$ cat config.mk
export PLATFORM = sky130hd
export DESIGN_NAME = divider_and_reload_timer_top
export DESIGN_NICKNAME = d
export VERILOG_FILES = /design/src/hw/rtl/drt_pkg.sv /design/src/hw/rtl/divider_and_reload_timer_top.sv /design/src/hw/rtl/drt_ctrl.sv /design/src/hw/rtl/drt_dp.sv
export VERILOG_INCLUDE_DIRS = /design/src /design/src/hw/rtl
export SDC_FILE = /design/constraint.sdc
export NUM_CORES = 1
export LEC_CHECK = 0
export BUFFER_PORTS_ARGS = -buffer_cell sky130_fd_sc_hd__clkbuf_2
export CORE_ASPECT_RATIO = 0.9
export CORE_MARGIN = 4
export CORE_UTILIZATION = 50
export DETAILED_ROUTE_END_ITERATION = 12
export PLACE_DENSITY = 0.66
export SYNTH_ARGS = -nofsm -noshare
export SYNTH_HDL_FRONTEND = slang
export SYNTH_SLANG_ARGS = --single-unit
$ cat constraint.sdc
create_clock -name aclk -period 4.9 [get_ports aclk]
set_clock_uncertainty 0.1 [all_clocks]
set_input_delay 0.98 -clock aclk [delete_from_list [all_inputs] [get_ports aclk]]
set_output_delay 0.98 -clock aclk [all_outputs]
set_load 0.02 [all_outputs]
$ cat src/hw/rtl/divider_and_reload_timer_top_defines.svh
// ----------------------------------------------------------------------------
// divider and reload timer assertion macros
// shared concurrent assertion forms, clocked on aclk, held off in reset
// ----------------------------------------------------------------------------
`ifndef DIVIDER_AND_RELOAD_TIMER_TOP_DEFINES_SVH
`define DIVIDER_AND_RELOAD_TIMER_TOP_DEFINES_SVH

// same-cycle implication
`define DRT_ASSERT_NOW(label, ante, cons) \
    label: assert property (@(posedge aclk) disable iff (!aresetn) (ante) |-> (cons)) \
        else $error("timer assertion failed");

// next-cycle implication
`define DRT_ASSERT_NEXT(label, ante, cons) \
    label: assert property (@(posedge aclk) disable iff (!aresetn) (ante) |=> (cons)) \
        else $error("timer assertion failed");

`endif

$ cat src/hw/rtl/drt_pkg.sv
// ----------------------------------------------------------------------------
// drt_pkg
// types, codes and helpers shared by the divider and reload timer
// ----------------------------------------------------------------------------
package drt_pkg;

    localparam int KIND_W   = 2;
    localparam int BYTE_W   = 8;
    localparam int OFS_W    = 2;
    localparam int RATE_W   = 2;
    localparam int PHASE_W  = 11;
    localparam int STEPS_W  = 7;

    localparam logic [KIND_W-1:0] KIND_TICK  = 2'd0;
    localparam logic [KIND_W-1:0] KIND_READ  = 2'd1;
    localparam logic [KIND_W-1:0] KIND_WRITE = 2'd2;

    localparam logic [OFS_W-1:0] REG_DIV  = 2'd0;
    localparam logic [OFS_W-1:0] REG_CNT  = 2'd1;
    localparam logic [OFS_W-1:0] REG_MOD  = 2'd2;
    localparam logic [OFS_W-1:0] REG_CTRL = 2'd3;

    // period codes for the four timer rates
    localparam logic [RATE_W-1:0] RATE_1024 = 2'd0;
    localparam logic [RATE_W-1:0] RATE_16   = 2'd1;
    localparam logic [RATE_W-1:0] RATE_64   = 2'd2;
    localparam logic [RATE_W-1:0] RATE_256  = 2'd3;

    // control read shows the upper five bits as ones
    localparam logic [4:0] CTRL_FIXED_ONES = 5'b11111;
    localparam int         CTRL_EN_BIT     = 2;

    typedef struct packed {
        logic [KIND_W-1:0] kind;
        logic [BYTE_W-1:0] cycles;
        logic [OFS_W-1:0]  reg_offset;
        logic [BYTE_W-1:0] wdata;
    } in_item_t;

    typedef struct packed {
        logic [BYTE_W-1:0] rdata;
        logic              timer_irq;
    } out_item_t;

    // controller to datapath
    typedef struct packed {
        logic start;
        logic step;
        logic finish;
    } dp_cmd_t;

    // datapath to controller
    typedef struct packed {
        logic steps_zero;
    } dp_sts_t;

    // number of whole periods held in the phase sum
    function automatic logic [STEPS_W-1:0] rate_steps(input logic [RATE_W-1:0] rate,
                                                      input logic [PHASE_W-1:0] sum);
        logic [STEPS_W-1:0] res;
        case (rate)
            RATE_1024: res = {6'd0, sum[10]};
            RATE_16:   res = sum[10:4];
            RATE_64:   res = {2'd0, sum[10:6]};
            RATE_256:  res = {4'd0, sum[10:8]};
            default:   res = '0;
        endcase
        return res;
    endfunction

    // phase left over after the whole periods
    function automatic logic [PHASE_W-1:0] rate_rem(input logic [RATE_W-1:0] rate,
                                                    input logic [PHASE_W-1:0] sum);
        logic [PHASE_W-1:0] res;
        case (rate)
            RATE_1024: res = {1'b0, sum[9:0]};
            RATE_16:   res = {7'd0, sum[3:0]};
            RATE_64:   res = {5'd0, sum[5:0]};
            RATE_256:  res = {3'd0, sum[7:0]};
            default:   res = '0;
        endcase
        return res;
    endfunction

endpackage

$ cat src/hw/rtl/divider_and_reload_timer_top.sv
// ----------------------------------------------------------------------------
// divider_and_reload_timer_top
// divider and reload timer peripheral with valid/ready item and result channels
// ----------------------------------------------------------------------------
// Each input beat is a tick, a register read or a register write, and gives
// exactly one result beat. Reads, writes and the unused kind code load their
// result into the output register at acceptance. A tick first runs N counter
// steps, where N is the number of whole timer periods in the timer phase plus
// the tick's cycles (zero while the timer is disabled): the counter has a
// single incrementer with reload and takes one step per clock, so N reaches 16
// for the largest tick at the fastest rate and at most 79 after a rate change
// leaves a large phase behind. One item is in flight at a time; a new beat is
// taken while the previous result is being drained.
// The divider needs no iteration since a tick adds at most one divider step.
// ----------------------------------------------------------------------------
`include "divider_and_reload_timer_top_defines.svh"

module divider_and_reload_timer_top (
    input  logic                aclk,
    input  logic                aresetn,
    input  logic                s_valid,
    output logic                s_ready,
    input  drt_pkg::in_item_t   s_data,
    output logic                m_valid,
    input  logic                m_ready,
    output drt_pkg::out_item_t  m_data
);
    import drt_pkg::*;

    // command and status between sequencer and datapath
    dp_cmd_t cmd;
    dp_sts_t sts;

    // sequencer: handshake, tick stepping, result valid
    drt_ctrl u_ctrl (
        .aclk    (aclk),
        .aresetn (aresetn),
        .s_valid (s_valid),
        .s_ready (s_ready),
        .in_kind (s_data.kind),
        .m_valid (m_valid),
        .m_ready (m_ready),
        .cmd     (cmd),
        .sts     (sts)
    );

    // datapath: timer state, register file, result register
    drt_dp u_dp (
        .aclk    (aclk),
        .aresetn (aresetn),
        .s_data  (s_data),
        .cmd     (cmd),
        .sts     (sts),
        .m_data  (m_data)
    );

    // a non-tick beat shows its result in the next cycle
    `DRT_ASSERT_NEXT(a_direct_result, s_valid && s_ready && s_data.kind != KIND_TICK, m_valid)
    // a result carries either read data or an interrupt, never both
    `DRT_ASSERT_NOW(a_result_exclusive, m_valid && m_data.timer_irq, m_data.rdata == '0)
    // no beat is taken while a stalled result occupies the output register
    `DRT_ASSERT_NOW(a_no_overrun, m_valid && !m_ready, !s_ready)
    // a counter step never coincides with acceptance
    `DRT_ASSERT_NOW(a_step_exclusive, cmd.step, !cmd.start && !cmd.finish)

endmodule

$ cat src/hw/rtl/drt_ctrl.sv
// ----------------------------------------------------------------------------
// drt_ctrl
// sequencer: accepts beats, runs counter steps, owns the result valid
// ----------------------------------------------------------------------------
module drt_ctrl (
    input  logic                         aclk,
    input  logic                         aresetn,
    input  logic                         s_valid,
    output logic                         s_ready,
    input  logic [drt_pkg::KIND_W-1:0]   in_kind,
    output logic                         m_valid,
    input  logic                         m_ready,
    output drt_pkg::dp_cmd_t             cmd,
    input  drt_pkg::dp_sts_t             sts
);
    import drt_pkg::*;

    localparam logic ST_IDLE = 1'b0;
    localparam logic ST_RUN  = 1'b1;

    logic state_reg, state_next;
    logic m_valid_reg, m_valid_next;
    logic out_free;
    logic accept;

    assign out_free = !m_valid_reg || m_ready;
    assign s_ready  = (state_reg == ST_IDLE) && out_free;
    assign accept   = s_valid && s_ready;
    assign m_valid  = m_valid_reg;

    always_comb begin
        cmd.start  = accept;
        cmd.step   = (state_reg == ST_RUN) && !sts.steps_zero;
        cmd.finish = (state_reg == ST_RUN) && sts.steps_zero && out_free;
    end

    always_comb begin
        state_next = state_reg;
        case (state_reg)
            ST_IDLE: begin
                if (accept && in_kind == KIND_TICK) begin
                    state_next = ST_RUN;
                end
            end
            ST_RUN: begin
                if (cmd.finish) begin
                    state_next = ST_IDLE;
                end
            end
            default: state_next = ST_IDLE;
        endcase
    end

    always_comb begin
        m_valid_next = m_valid_reg;
        if (cmd.finish || (accept && in_kind != KIND_TICK)) begin
            m_valid_next = 1'b1;
        end else if (m_ready) begin
            m_valid_next = 1'b0;
        end
    end

    always_ff @(posedge aclk) begin
        if (!aresetn) begin
            state_reg   <= ST_IDLE;
            m_valid_reg <= 1'b0;
        end else begin
            state_reg   <= state_next;
            m_valid_reg <= m_valid_next;
        end
    end

endmodule

$ cat src/hw/rtl/drt_dp.sv
// ----------------------------------------------------------------------------
// drt_dp
// divider, phase accumulators, counter with reload, registers, result buffer
// ----------------------------------------------------------------------------
module drt_dp (
    input  logic                 aclk,
    input  logic                 aresetn,
    input  drt_pkg::in_item_t    s_data,
    input  drt_pkg::dp_cmd_t     cmd,
    output drt_pkg::dp_sts_t     sts,
    output drt_pkg::out_item_t   m_data
);
    import drt_pkg::*;

    logic [BYTE_W-1:0]  div_phase_reg, div_phase_next;
    logic [BYTE_W-1:0]  div_value_reg, div_value_next;
    logic [PHASE_W-1:0] timer_phase_reg, timer_phase_next;
    logic [BYTE_W-1:0]  count_reg, count_next;
    logic [BYTE_W-1:0]  reload_reg, reload_next;
    logic               run_en_reg, run_en_next;
    logic [RATE_W-1:0]  rate_reg, rate_next;
    logic [STEPS_W-1:0] steps_reg, steps_next;
    logic               irq_reg, irq_next;
    out_item_t          out_reg, out_next;

    logic [BYTE_W:0]    div_sum;
    logic [PHASE_W-1:0] tmr_sum;
    logic [BYTE_W-1:0]  rd_mux;

    assign div_sum = {1'b0, div_phase_reg} + {1'b0, s_data.cycles};
    assign tmr_sum = timer_phase_reg + {{(PHASE_W-BYTE_W){1'b0}}, s_data.cycles};

    always_comb begin
        case (s_data.reg_offset)
            REG_DIV:  rd_mux = div_value_reg;
            REG_CNT:  rd_mux = count_reg;
            REG_MOD:  rd_mux = reload_reg;
            REG_CTRL: rd_mux = {CTRL_FIXED_ONES, run_en_reg, rate_reg};
            default:  rd_mux = '0;
        endcase
    end

    always_comb begin
        div_phase_next   = div_phase_reg;
        div_value_next   = div_value_reg;
        timer_phase_next = timer_phase_reg;
        count_next       = count_reg;
        reload_next      = reload_reg;
        run_en_next      = run_en_reg;
        rate_next        = rate_reg;
        steps_next       = steps_reg;
        irq_next         = irq_reg;
        out_next         = out_reg;

        if (cmd.start) begin
            out_next = '0;
            case (s_data.kind)
                KIND_TICK: begin
                    // at most one divider step per tick
                    div_phase_next = div_sum[BYTE_W-1:0];
                    div_value_next = div_value_reg + {{(BYTE_W-1){1'b0}}, div_sum[BYTE_W]};
                    irq_next       = 1'b0;
                    if (run_en_reg) begin
                        steps_next       = rate_steps(rate_reg, tmr_sum);
                        timer_phase_next = rate_rem(rate_reg, tmr_sum);
                    end else begin
                        steps_next = '0;
                    end
                end
                KIND_READ: begin
                    out_next.rdata = rd_mux;
                end
                KIND_WRITE: begin
                    case (s_data.reg_offset)
                        REG_DIV: begin
                            div_value_next   = '0;
                            timer_phase_next = '0;
                        end
                        REG_CNT:  count_next  = s_data.wdata;
                        REG_MOD:  reload_next = s_data.wdata;
                        REG_CTRL: begin
                            run_en_next = s_data.wdata[CTRL_EN_BIT];
                            rate_next   = s_data.wdata[RATE_W-1:0];
                        end
                        default: ;
                    endcase
                end
                default: ;
            endcase
        end

        if (cmd.step) begin
            steps_next = steps_reg - {{(STEPS_W-1){1'b0}}, 1'b1};
            if (count_reg == {BYTE_W{1'b1}}) begin
                count_next = reload_reg;
                irq_next   = 1'b1;
            end else begin
                count_next = count_reg + {{(BYTE_W-1){1'b0}}, 1'b1};
            end
        end

        if (cmd.finish) begin
            out_next.rdata     = '0;
            out_next.timer_irq = irq_reg;
        end
    end

    always_ff @(posedge aclk) begin
        if (!aresetn) begin
            div_phase_reg   <= '0;
            div_value_reg   <= '0;
            timer_phase_reg <= '0;
            count_reg       <= '0;
            reload_reg      <= '0;
            run_en_reg      <= 1'b0;
            rate_reg        <= RATE_1024;
            steps_reg       <= '0;
            irq_reg         <= 1'b0;
        end else begin
            div_phase_reg   <= div_phase_next;
            div_value_reg   <= div_value_next;
            timer_phase_reg <= timer_phase_next;
            count_reg       <= count_next;
            reload_reg      <= reload_next;
            run_en_reg      <= run_en_next;
            rate_reg        <= rate_next;
            steps_reg       <= steps_next;
            irq_reg         <= irq_next;
        end
    end

    // result payload, no reset needed
    always_ff @(posedge aclk) begin
        out_reg <= out_next;
    end

    assign sts.steps_zero = (steps_reg == '0);
    assign m_data         = out_reg;

endmodule

==> impl_metrics.tcl <==
set metrics [dict create \
    max_cap_violations 0 \
    worstReg2RegEnd "u_dp.div_value_reg[4]" \
    core_area_mm2 0.00758 \
    period_share_pct 68.8 \
    ctsResizeCount 0 \
    largest_reg_flops 10 \
    dieArea_mm2 0.00928 \
    crit_type "in2reg" \
    yosys.area.top_type "dfxtp_1" \
    combPwrFrac_pct 11.2 \
    hold_viol 0 \
    grtUsageTotal_pct 22.0 \
    antenna_found_initial 0 \
    synth-main-ff-cell "dfxtp_1" \
    power.density_mw_per_mm2 248 \
    cts_tree "built" \
    drt-pass1-iter-count 4 \
    synth_cell_types 61 \
    grt_pass1_vias 3257 \
    r2r_start "u_dp.div_phase_reg[0]" \
    drv_slew 0 \
    power_uw 1070 \
    vias 3450 \
    pwr-share-seq_pct 50.7 \
    worst_pin_slew_ns 0.883 \
    port-buffer-count 34 \
    grt-ovfl-total 0 \
    placed_area_mm2 0.00412 \
    slew_headroom_pct 41.0 \
    status "finished clean" \
    drtIter0Drc 169 \
    ys_seq_area_share_pct 33.1 \
    drive_gt1_share_pct 15.8 \
    critPathLaunch "s_data[10]" \
    h-tree-depth 3 \
    fin_area_mm2 0.00430 \
    fmax_mhz 297 \
    hpwl_um 7120 \
    cp.required_ns 5.02 \
    avgViaCountPerCell 5.92 \
    ant_nets 0 \
    yosysWarnings 0 \
    drc 0 \
    cts_buffers 9 \
    hold_path_class "reg2reg" \
    utilization_pct 56.7 \
    place.gp.congestion 0.877 \
    cts_hold_buf 0 \
    r2r_cells 13 \
    p_leak_uw 0.00169 \
    r2r_setup_slack_ns 1.96 \
    netlist.area_leader.share_pct 32.3 \
    tns_ns 0 \
    syn-num-nets 499 \
    crit_arrival_ns 3.49 \
    fin_crit_ns 3.37 \
    async_reset_ff_share_pct 0 \
    critPathMaxFanout 2 \
    clk-insertion-delay-late_ns 0.34 \
    area_growth_pct 10.1 \
    grt_pass1_wl_um 16200 \
    p_int_uw 772 \
    die_h_um 91.8 \
    p_sw_uw 293 \
    hold_depth 2 \
    synth_edf_count 1 \
    post_drt_wl_per_cell_um 16.4 \
    hold-worst-slack_ns 0.363 \
    min_to "u_dp.div_phase_reg[3]" \
    setup_viol 0 \
    synth_area_mm2 0.00390 \
    ys_seq_elements 64 \
    synth_area_leaders "dfxtp_1 (32%), ha_1 (6.7%), nor2_1 (6.2%), mux2i_1 (5.4%), nand2_1 (3.4%)" \
    nNetsFinal 529 \
    worst_setup_path_end_kind "flop" \
    p_sw_share_pct 27.5 \
    initial_core_util_pct 51.5 \
    rows 30 \
    grt_max_degree 40 \
    post_cts_buffers 0 \
    synth_cells 452 \
    hold_start "u_dp.div_phase_reg[3]" \
    syn_avg_cell_area_um2 8.63 \
    clockRootBuffer "clkbuf_8" \
    clk_pin_slew_ns 0.07 \
    clk_path_buf_depth 2 \
    power.clock.fraction_pct 38.1 \
    pin_count 35 \
    diodes 0 \
    grt_setup_unrepaired "no" \
    crit_path_start_kind "input port" \
    die_w_um 101 \
    totalWireLength_um 9540 \
    clock_sinks 64 \
    ir_drop_v 0.000139 \
]
## stage by stage
stage	std cells	setup slack (ns)
2_1_floorplan	452	1.45
3_3_place_gp	567	1.23
3_5_place_dp	567	1.15
4_1_cts	583	1.52
5_1_grt	583	1.32
6_report	583	1.53
## worst max-delay path by stage
stage          depth (start not counted)               endpoint  slack (ns)
2_1_floorplan                         13  u_dp.div_value_reg[4]        1.45
3_3_place_gp                          14  u_dp.div_value_reg[6]        1.23
3_5_place_dp                          14  u_dp.div_value_reg[4]        1.15
4_1_cts                               14  u_dp.div_value_reg[4]        1.52
5_1_grt                               14  u_dp.div_value_reg[6]        1.32
6_report                              14  u_dp.div_value_reg[4]        1.53
## power by group through the flow
| stage | logic (uW) | clock network, uW | registers, uW |
|---|---|---|---|
| detailed placement | 119 | 0 | 552 |
| finish | 119 | 406 | 540 |
| global placement | 117 | 0 | 552 |
| global route | 132 | 445 | 541 |
| floorplan | 76.1 | 0 | 554 |
| CTS | 119 | 420 | 540 |
## Yosys cell counts, drive strengths merged, types with 9 or more instances
| master | n |
|---|---|
| clkbuf | 11 |
| a211oi | 15 |
| xor2 | 9 |
| xnor2 | 11 |
| ha | 21 |
| dfxtp | 63 |
| nor2 | 66 |
| nand2b | 10 |
| a21oi | 26 |
| nand3 | 16 |
| inv | 10 |
| nand2 | 35 |
| mux2i | 21 |
| o21ai | 22 |
| nor3 | 10 |
## metal layers
layer | part of all wire, % | global-route usage, % | wire (um) | vias up
met4 | 0.89 | 4.87 | 85 | 0
met3 | 5.0 | 5.17 | 479 | 8
li1 | - | - | - | 1724
met1 | 50 | 32.2 | 4780 | 1647
met2 | 44 | 32.6 | 4190 | 71
met5 | 0 | 0 | 0 | -
## worst max-delay path, stage by stage
cell and delay [ns]:
clkbuf_2 0.10, ha_1 0.23, fa_1 0.41, a21o_1 0.19, a21oi_1 0.21, o21ai_0 0.17
a21o_1 0.20, a21o_1 0.17, ha_1 0.19, ha_1 0.19, and3_1 0.17, nand2_1 0.08
xor2_1 0.15, nor2_1 0.05
## cells by family after synthesis
kind of cell	count (synthesis)	synth area share, %
fa+ha+maj	23	7.76
mux	31	9.14
simple gates	169	20.7
buf+inv	27	2.98
flops	64	33.1
compound gates	118	21.9
xor+xnor	20	4.49
## cells in the final DEF, fill, tap and decap left out, drive strengths merged, types with 15 or more instances in the layout
| cell | count |
|---|---|
| dfxtp | 63 |
| clkbuf | 45 |
| ha | 21 |
| nand3 | 16 |
| mux2i | 21 |
| nand2 | 35 |
| a21oi | 26 |
| o21ai | 22 |
| nor2 | 66 |
| a211oi | 15 |
## area by class of cell
cell class                      instances  area [um^2]
Clock buffer                           11          141
Clock inverter                          5         31.3
Fill cell                             718         3290
Inverter                               11         41.3
Multi-Input combinational cell        361         2490
Sequential cell                        64         1290
Tap cell                               96          120
Timing Repair Buffer                   35          178
Power figures use the tool's default switching activity.
